## config.mk

```make
export PLATFORM = sky130hd
export DESIGN_NAME = walk_count_exact_length_core
export DESIGN_NICKNAME = d
export VERILOG_FILES = /design/src/design/wcel_pkg.sv /design/src/design/wcel_ctrl.sv /design/src/design/wcel_dp.sv /design/src/design/walk_count_exact_length_core.sv
export SDC_FILE = /design/constraint.sdc
export NUM_CORES = 2
export LEC_CHECK = 0
export ABC_CLOCK_PERIOD_IN_PS = 30900
export BUFFER_PORTS_ARGS = -buffer_cell sky130_fd_sc_hd__buf_2
export CAP_MARGIN = 20
export CORE_AREA = 2 2 342 683
export CTS_CLUSTER_DIAMETER = 80
export DETAILED_ROUTE_END_ITERATION = 10
export DIE_AREA = 0 0 344 685
export PLACE_DENSITY_LB_ADDON = 0.15
export SLEW_MARGIN = 20
export SYNTH_ARGS = -nofsm -noshare
export SYNTH_HDL_FRONTEND = slang
export SYNTH_HIERARCHICAL = 1
export SYNTH_SLANG_ARGS = --single-unit
```

## constraint.sdc

```tcl
create_clock -name i_clk -period 30.9 [get_ports i_clk]
set_clock_uncertainty 0.05 [all_clocks]
set_input_delay 3.09 -clock i_clk [delete_from_list [all_inputs] [get_ports i_clk]]
set_output_delay 3.09 -clock i_clk [all_outputs]
set_load 0.02 [all_outputs]
```

## src/design/wcel_pkg.sv

```systemverilog
// shared constants, field layout and controller/datapath interface types
// for the exact-length walk counter; no dependencies
package wcel_pkg;

    localparam int VERTICES  = 16;
    localparam int MAX_WALK  = 15;

    localparam int FIELD_VW  = 4;
    localparam int ROW_W     = 16;
    localparam int CNT_W     = 32;

    localparam int NV        = (VERTICES < ROW_W) ? VERTICES : ROW_W;
    localparam int VW        = (NV > 1) ? $clog2(NV) : 1;
    localparam int MAX_LEN   = (MAX_WALK < (2 ** FIELD_VW) - 1) ? MAX_WALK
                                                                : (2 ** FIELD_VW) - 1;

    localparam int ROW_IDX_LSB = 0;
    localparam int ROW_BITS_LSB = ROW_IDX_LSB + FIELD_VW;
    localparam int FROM_LSB    = ROW_BITS_LSB + ROW_W;
    localparam int TO_LSB      = FROM_LSB + FIELD_VW;
    localparam int LEN_LSB     = TO_LSB + FIELD_VW;
    localparam int S_DATA_W    = LEN_LSB + FIELD_VW;

    localparam logic ACT_WRITE = 1'b0;
    localparam logic ACT_QUERY = 1'b1;

    typedef struct packed {
        logic          wr_row;
        logic          start;
        logic          step;
        logic          last;
        logic [VW-1:0] idx;
        logic          emit;
    } t_cmd;

    typedef struct packed {
        logic len_zero;
        logic out_free;
    } t_sts;

endpackage

```

## src/design/wcel_ctrl.sv

```systemverilog
// sequencer for the walk counter: input handshake, pass and successor counting
// depends on wcel_pkg
module wcel_ctrl
    import wcel_pkg::*;
(
    input  logic i_clk,
    input  logic i_rst_n,
    input  logic i_s_tvalid,
    output logic o_s_tready,
    input  logic i_s_tuser,
    input  t_sts i_sts,
    output t_cmd o_cmd
);

    typedef enum logic [1:0] {
        ST_IDLE,
        ST_RUN,
        ST_DONE
    } t_state;

    t_state        r_state;
    logic [VW-1:0] r_idx;
    logic          w_accept;
    logic          w_last;

    assign o_s_tready = (r_state == ST_IDLE);
    assign w_accept   = i_s_tvalid && o_s_tready;
    assign w_last     = (r_idx == VW'(NV - 1));

    always_comb begin
        o_cmd        = '0;
        o_cmd.idx    = r_idx;
        o_cmd.last   = w_last;
        o_cmd.wr_row = w_accept && (i_s_tuser == ACT_WRITE);
        o_cmd.start  = w_accept && (i_s_tuser == ACT_QUERY);
        o_cmd.step   = (r_state == ST_RUN) && !i_sts.len_zero;
        o_cmd.emit   = (r_state == ST_DONE) && i_sts.out_free;
    end

    always_ff @(posedge i_clk) begin
        if (!i_rst_n) begin
            r_state <= ST_IDLE;
            r_idx   <= '0;
        end else begin
            case (r_state)
                ST_IDLE: begin
                    r_idx <= '0;
                    if (o_cmd.start) begin
                        r_state <= ST_RUN;
                    end
                end
                ST_RUN: begin
                    if (i_sts.len_zero) begin
                        r_state <= ST_DONE;
                    end else begin
                        r_idx <= w_last ? '0 : r_idx + VW'(1);
                    end
                end
                ST_DONE: begin
                    if (i_sts.out_free) begin
                        r_state <= ST_IDLE;
                    end
                end
                default: begin
                    r_state <= ST_IDLE;
                end
            endcase
        end
    end

endmodule

```

## src/design/wcel_dp.sv

```systemverilog
// datapath: adjacency rows, count vector, per-vertex saturating accumulators
// and the output word register; depends on wcel_pkg
module wcel_dp
    import wcel_pkg::*;
(
    input  logic                i_clk,
    input  logic                i_rst_n,
    input  t_cmd                i_cmd,
    output t_sts                o_sts,
    input  logic [S_DATA_W-1:0] i_s_tdata,
    input  logic                i_m_tready,
    output logic                o_m_tvalid,
    output logic [CNT_W-1:0]    o_m_tdata,
    output logic                o_m_tuser
);

    localparam logic [FIELD_VW:0] NV_LIM  = (FIELD_VW + 1)'(NV);
    localparam logic [FIELD_VW:0] LEN_LIM = (FIELD_VW + 1)'(MAX_LEN);

    logic [NV-1:0]       r_adj [NV];
    logic [CNT_W-1:0]    r_cnt [NV];
    logic [CNT_W-1:0]    r_acc [NV];
    logic [FIELD_VW-1:0] r_len;
    logic [FIELD_VW-1:0] r_from;
    logic [CNT_W-1:0]    r_res;
    logic                r_ovf;
    logic                r_out_valid;
    logic [CNT_W-1:0]    r_out_cnt;
    logic                r_out_sat;

    logic [FIELD_VW-1:0] w_row_idx;
    logic [ROW_W-1:0]    w_row_bits;
    logic [FIELD_VW-1:0] w_from;
    logic [FIELD_VW-1:0] w_to;
    logic [FIELD_VW-1:0] w_len_in;
    logic                w_bad;
    logic [FIELD_VW-1:0] w_len_clamp;
    logic [CNT_W-1:0]    w_pick;
    logic [CNT_W:0]      w_sum [NV];
    logic [CNT_W-1:0]    w_sat [NV];
    logic                w_carry;

    assign w_row_idx  = i_s_tdata[ROW_IDX_LSB +: FIELD_VW];
    assign w_row_bits = i_s_tdata[ROW_BITS_LSB +: ROW_W];
    assign w_from     = i_s_tdata[FROM_LSB +: FIELD_VW];
    assign w_to       = i_s_tdata[TO_LSB +: FIELD_VW];
    assign w_len_in   = i_s_tdata[LEN_LSB +: FIELD_VW];

    assign w_bad = ({1'b0, w_from} >= NV_LIM) || ({1'b0, w_to} >= NV_LIM);
    assign w_len_clamp = ({1'b0, w_len_in} > LEN_LIM) ? FIELD_VW'(MAX_LEN) : w_len_in;

    assign w_pick = r_cnt[i_cmd.idx];

    // one successor per cycle, added into every vertex lane at once
    always_comb begin
        w_carry = 1'b0;
        for (int i = 0; i < NV; i++) begin
            w_sum[i] = {1'b0, ((i_cmd.idx == '0) ? '0 : r_acc[i])}
                     + {1'b0, (r_adj[i][i_cmd.idx] ? w_pick : '0)};
            w_sat[i] = w_sum[i][CNT_W] ? '1 : w_sum[i][CNT_W-1:0];
            if (w_sum[i][CNT_W]) begin
                w_carry = 1'b1;
            end
        end
    end

    assign o_sts.len_zero = (r_len == '0);
    assign o_sts.out_free = !r_out_valid || i_m_tready;

    always_ff @(posedge i_clk) begin
        if (!i_rst_n) begin
            for (int i = 0; i < NV; i++) begin
                r_adj[i] <= '0;
            end
            r_len       <= '0;
            r_ovf       <= 1'b0;
            r_out_valid <= 1'b0;
        end else begin
            if (i_cmd.wr_row && ({1'b0, w_row_idx} < NV_LIM)) begin
                r_adj[w_row_idx[VW-1:0]] <= w_row_bits[NV-1:0];
            end
            if (i_cmd.start) begin
                r_ovf <= 1'b0;
                if (w_bad) begin
                    r_len <= '0;
                end else begin
                    r_len <= w_len_clamp;
                end
            end else if (i_cmd.step) begin
                if (w_carry) begin
                    r_ovf <= 1'b1;
                end
                if (i_cmd.last) begin
                    r_len <= r_len - FIELD_VW'(1);
                end
            end
            if (i_cmd.emit) begin
                r_out_valid <= 1'b1;
            end else if (i_m_tready) begin
                r_out_valid <= 1'b0;
            end
        end
    end

    // payload registers
    always_ff @(posedge i_clk) begin
        if (i_cmd.start) begin
            r_from <= w_from;
            r_res  <= (!w_bad && (w_from == w_to)) ? CNT_W'(1) : '0;
            for (int i = 0; i < NV; i++) begin
                r_cnt[i] <= (w_to == FIELD_VW'(i)) ? CNT_W'(1) : '0;
            end
        end else if (i_cmd.step) begin
            for (int i = 0; i < NV; i++) begin
                r_acc[i] <= w_sat[i];
                if (i_cmd.last) begin
                    r_cnt[i] <= w_sat[i];
                end
            end
            if (i_cmd.last) begin
                r_res <= w_sat[r_from[VW-1:0]];
            end
        end
        if (i_cmd.emit) begin
            r_out_cnt <= r_res;
            r_out_sat <= r_ovf;
        end
    end

    assign o_m_tvalid = r_out_valid;
    assign o_m_tdata  = r_out_cnt;
    assign o_m_tuser  = r_out_sat;

endmodule

```

## src/design/walk_count_exact_length_core.sv

```systemverilog
// Exact-length walk counter over a stored 16-vertex directed graph.
// Input stream: tuser low writes one adjacency row (row_index, row_bits),
// tuser high asks for the number of walks from_vertex -> to_vertex with
// exactly walk_length edges. A write gives no output word; a query gives one.
// Output stream: tdata carries the count (saturated at all ones), tuser the
// saturation flag of that query.
// A write is taken and the block is ready again at once.
// A query of length L runs L passes over the 16 successor vertices, one
// successor vertex per cycle added into all 16 vertex accumulators.
// Only one query is in flight; the input is not ready until its word has been
// placed in the output register.
// The output register holds one word; if the receiver stalls, a finished
// query waits until that register frees up, and further writes wait too.
// Reset clears the adjacency matrix (empty graph) and the output valid flag.
// Depends on wcel_pkg, wcel_ctrl and wcel_dp.
module walk_count_exact_length_core
    import wcel_pkg::*;
(
    input  logic                i_clk,
    input  logic                i_rst_n,
    input  logic                i_s_tvalid,
    output logic                o_s_tready,
    input  logic [S_DATA_W-1:0] i_s_tdata,  // row_index, row_bits, from_vertex, to_vertex, walk_length
    input  logic                i_s_tuser,  // action
    output logic                o_m_tvalid,
    input  logic                i_m_tready,
    output logic [CNT_W-1:0]    o_m_tdata,  // walk_count
    output logic                o_m_tuser   // saturated
);

    t_cmd w_cmd;
    t_sts w_sts;

    wcel_ctrl u_ctrl (
        .i_clk      (i_clk),
        .i_rst_n    (i_rst_n),
        .i_s_tvalid (i_s_tvalid),
        .o_s_tready (o_s_tready),
        .i_s_tuser  (i_s_tuser),
        .i_sts      (w_sts),
        .o_cmd      (w_cmd)
    );

    wcel_dp u_dp (
        .i_clk      (i_clk),
        .i_rst_n    (i_rst_n),
        .i_cmd      (w_cmd),
        .o_sts      (w_sts),
        .i_s_tdata  (i_s_tdata),
        .i_m_tready (i_m_tready),
        .o_m_tvalid (o_m_tvalid),
        .o_m_tdata  (o_m_tdata),
        .o_m_tuser  (o_m_tuser)
    );

endmodule
```

Yosys cells after proc, flatten, opt, wreduce, memory -nomap -nowiden
Memories as Yosys holds them, arrays and structs flattened. A register that Yosys moved wholly into a read port is not among the register bits. Cells that the tools add are included.

Register bits after elaboration: 81. Bits in writable memories: 1280. Bits of input ports: 37. Output and inout bits: 35. Word-level logic and storage cells: 261. Memories: 3.

Add/sub/neg operators: 18. Order comparisons: 2. Equality and inequality tests: 23. Muxes and demuxes: 165. Bitwise logic cells: 19. Reductions and logical operators: 22.

Memories: u_dp.r_acc (depth 16, bits a word 32, rd ports 16, clocked after memory_dff 0, wr ports 16, line wcel_dp.sv:22) `logic [CNT_W-1:0] r_acc [NV];`; u_dp.r_cnt (depth 16, bits a word 32, rd ports 1, clocked after memory_dff 1, wr ports 16, line wcel_dp.sv:21) `logic [CNT_W-1:0] r_cnt [NV];`; u_dp.r_adj (depth 16, bits a word 16, rd ports 16, clocked after memory_dff 0, wr ports 16, line wcel_dp.sv:20) `logic [NV-1:0] r_adj [NV];`.

Operators with widths (number): 32-bit 2-to-1 mux (69); 32-bit by 32-bit adder with 33-bit output (16); 32-bit binary-select mux with 4-bit select (1); 1-bit 2-to-1 mux (65); 1-bit binary-select mux with 4-bit select (16); 4-bit == test, second input constant (9); 4-bit 2-to-1 mux (8); 4-bit by 3-bit == test with 1-bit output, second input constant (4); 16-bit 2-to-1 mux (1); 1-bit bitwise OR (16); 16-bit OR reduction (1); 4-bit zero test (3); 4-bit by 2-bit == test with 1-bit output, second input constant (2); 4-bit one-hot mux with 2 select lines (1); 2-bit nonzero test (4); 2-bit 2-to-1 mux (3); 2-bit one-hot mux with 3 select lines (1); 2-bit AND reduction (3); 5-bit >= comparator, second input constant (1); 1-bit logical AND (5); 4-bit by 5-bit less-than comparator with 1-bit output, second input constant (1); 4-bit NOT with 5-bit output (1); 4-bit by 1-bit adder with 4-bit output, second input constant (1); 4-bit by 1-bit == test with 1-bit output, second input constant (1); other kinds (12) (16).

Logic depth before layout (Yosys ltp)
An unclocked memory read counts as a cell.

Depth after elaboration: 22. Mapped depth: 27.

Cells and area by module
Netlist, hierarchy kept.

By module, submodules not included: wcel_dp (instances 1, cells an instance 9184, area each 91412.7 um^2, seq. area each 40629.0 um^2); wcel_ctrl (instances 1, cells an instance 37, area each 316.6 um^2, seq. area each 120.1 um^2).

Least setup slack after synthesis
OpenSTA, ideal clock, no wires.

Kind: input to register. From: in i_s_tuser. To: mem u_dp.r_cnt[9][20] (data pin). Library setup time: 147 ps. Data arrival time: 29555 ps. Data required time: 30703 ps. Path slack: 1148 ps. Stages: 8. Buffers on the path: 4. Cell sequence: and3_1 clkbuf_1 nor2b_1 nand2_1 clkbuf_1 clkbuf_1 clkbuf_1 a21oi_1.

RTL lines: start, declared (line walk_count_exact_length_core.sv:24) `input logic i_s_tuser,`; end, declared (line wcel_dp.sv:21).

==> reports/metrics.yaml <==
cts_root_buf: "clkbuf_16"
crit_slowest_cell: "nor3_2"
viasPerCell: 6.020
placementRows: 250
yosys.area.top_type_share_pct: 44.16
vias: 74078
final_max_slew_viol_count: 0
critical_path_class: "reg -> reg"
grt_pass1_wl_mm: 528.7
coreArea_mm2: 0.2308
wl_per_cell_um: 30.62
netlist_area_mm2: 0.09173
place_congestion: 0.9739
syn_inst: 9221
clkTransAtPathRegs_ns: 0.07
portBuffers: 71
drc: 0
clock-sinks: 1361
cts_resized: 0
worst-slew-pin-transition_ns: 1.233
yosys.area.top_type: "edfxtp_1"
synth_edf_count: 1349
cts_hold_buf: 0
ys_top_cells_by_count: "edfxtp_1, nor2_1, and2_1, a21oi_1, nand2_1"
crit_required_ns: 31.57
crit_path_end_kind: "flop"
muxShareOfSynthArea_pct: 6.797
track_usage_pct: 31.37
outcome: "complete, no violations"
synthSimpleGateAreaFrac_pct: 19.14
final_antenna_net_count: 0
die_y_um: 685
cellPowerDensity_mw_per_mm2: 44.11
die_w_um: 344
nNetsFinal: 9720
ys.flop_type: "edfxtp_1"
ir_drop_v: 0.00005071
cts_buffers: 151
power.leakage_uw: 0.04090
synth-seq-cells: 1361
dieArea_mm2: 0.2356
relSlewSlack_pct: 16.91
io_pins: 72
grt_pass1_vias: 70100
max_freq_mhz: 107.0
hp-class: "reg -> reg"
clock_path_buffers: 4
synth_area_leaders: "edfxtp_1, ha_1, and2_1"
setup_tns_ns: 0
clk_latency_ns: 0.87
cap_violations: 0
cts-htree-levels: 4
syn-num-nets: 9788
synth_warnings: 6
period_share_pct: 30.26
whs_ns: 0.4186
drt_iter0_drc: 7986
postCtsSetupRepairBufs: 0
antenna_found_initial: 24
synth_compound_area_share_pct: 14.52
grt_max_degree: 146
seq_area_frac_synth_pct: 44.42
hpwl_mm: 273.8
final_hold_viol_count: 0
drt_pass1_iterations: 6
cpMostUsedCell: "buf_4"
synth_cell_types: 113
synth_top_family_by_area: "simple AND/OR/NAND/NOR gates"
cp_slowest_stage_delay_ns: 0.92
start_kind: "flop"
grt_overflow_total: 0
synthAdderAreaFrac_pct: 7.360
synthArstFlopShare_pct: 0
rsz0062_at_grt: "false"
layout-drive-gt1-share_pct: 10.10
arrival_ns: 10.02
synth_xor_area_share_pct: 4.067
cts_tree: "done"
p_total_uw: 4451
min_period_ns: 9.349
finalSetupViolCount: 0
syn_area_per_cell_um2: 9.948
initial_core_util_pct: 39.74
crit_chain: "buf_4 -> buf_4 -> mux4_2 -> mux2i_1 -> nand2_1 -> o21ai_4 -> buf_4 -> nor2_1 -> ha_1 -> nand2_1 -> nor4_1 -> nand3_1 -> a211oi_2 -> o31a_1 -> a21o_1 -> a2bb2oi_1 -> o2111ai_1 -> nor3_2 -> or3_1"
final_util_pct: 43.71
syn2layout_area_growth_pct: 9.994
finalWirelength_mm: 376.8
synth_most_common_cell: "edfxtp_1"
crit_fanout: 33
critical path, delay by kind of cell (launching register included):
family,cells,cell delay [ns]
flip-flops,1,0.86
buffers and inverters,3,1.75
AND/OR/NAND/NOR,7,2.23
multiplexers,2,0.99
adder cells (fa/ha/maj),1,0.47
AO/OA/AOI/OAI,6,2.63
path summary, 6_finish.rpt:
kind	startpoint	end	slack, ns	cells past startpoint
worst min register to register	u_dp/r_res[3]	u_dp/o_m_tdata[3]	0.42	0
worst min-delay path	u_dp/r_res[3]	u_dp/o_m_tdata[3]	0.42	0
worst max register to register	u_ctrl/r_idx[0]	u_dp/r_res[23]	21.55	19
worst max-delay path	u_ctrl/r_idx[0]	u_dp/r_res[23]	21.55	19
flip-flops by register name (all words and copies together) (netlist names):
| register | count |
|---|---|
| u_ctrl/r_idx | 4 |
| u_ctrl/r_state | 2 |
| u_dp/o_m_tdata | 32 |
| u_dp/o_m_tuser | 1 |
| u_dp/o_m_tvalid | 1 |
| u_dp/r_acc | 512 |
| u_dp/r_adj | 256 |
| u_dp/r_cnt | 512 |
| u_dp/r_from | 4 |
| u_dp/r_len | 4 |
| u_dp/r_ovf | 1 |
| u_dp/r_res | 32 |
kinds of logic after synthesis:
group / count (synthesis)
muxes: 341
DFF: 1361
and+or+nand+nor: 3616
adders and majority gates: 530
xor gates and xnor gates: 426
AOI/OAI and AO/OA: 2065
buffers and inverters: 882
cell type report:
class	instances	area, um2
clock buffers	187	3956
diodes	23	57.56
flip-flops and latches	1361	40760
inverters	368	1381
well taps	3024	3784
repair buffers	293	2157
clock inverters	71	666.9
multi-input cells	6978	48130
fillers	22335	130000
power breakdown:
part / internal (uW) / total [uW] / switching, uW
combinational: 148 / 519 / 371
clock: 1000 / 1810 / 808
sequential: 2100 / 2120 / 24.0
stage by stage:
step	area [um2]	instances	setup slack (ns)
finish	100900	12305	21.55
global route	100900	12294	21.30
CTS	100800	12282	21.73
detailed placement	96210	12024	21.75
global placement	96150	12021	20.92
floorplan	91730	9221	1.148
placed cells by master (no fill, tap or decap), types with 30 or more instances in the layout:
master,Yosys,final
edfxtp_1,1349,1349
nor2_1,1312,1305
and2_1,800,800
a21oi_1,650,646
nand2_1,639,638
ha_1,514,514
inv_1,365,363
o21ai_0,354,338
xnor2_1,259,259
mux4_2,220,220
buf_4,4,210
a21o_1,201,201
nor2b_1,169,168
xor2_1,167,167
clkbuf_16,0,153
nand3_1,142,142
nor3_1,131,129
nand2b_1,127,125
a211oi_1,109,107
nand4_1,86,86
o21a_1,76,76
a31oi_1,72,72
buf_2,35,71
o211ai_1,69,69
mux2i_1,66,66
mux2_2,55,55
and3_1,56,55
o21bai_1,51,51
clkbuf_1,416,34
o21ai_1,70,34
clkinv_1,2,30
or2_2,30,30
o31ai_1,32,30
routing by layer:
layer  GRT usage, %  wire length, um
met1          40.60           150800
met4          22.51            32450
met3          3.634            23480
met5              0               43
met2          48.52           170100
Note: power is estimated with default switching activity, not from simulation.
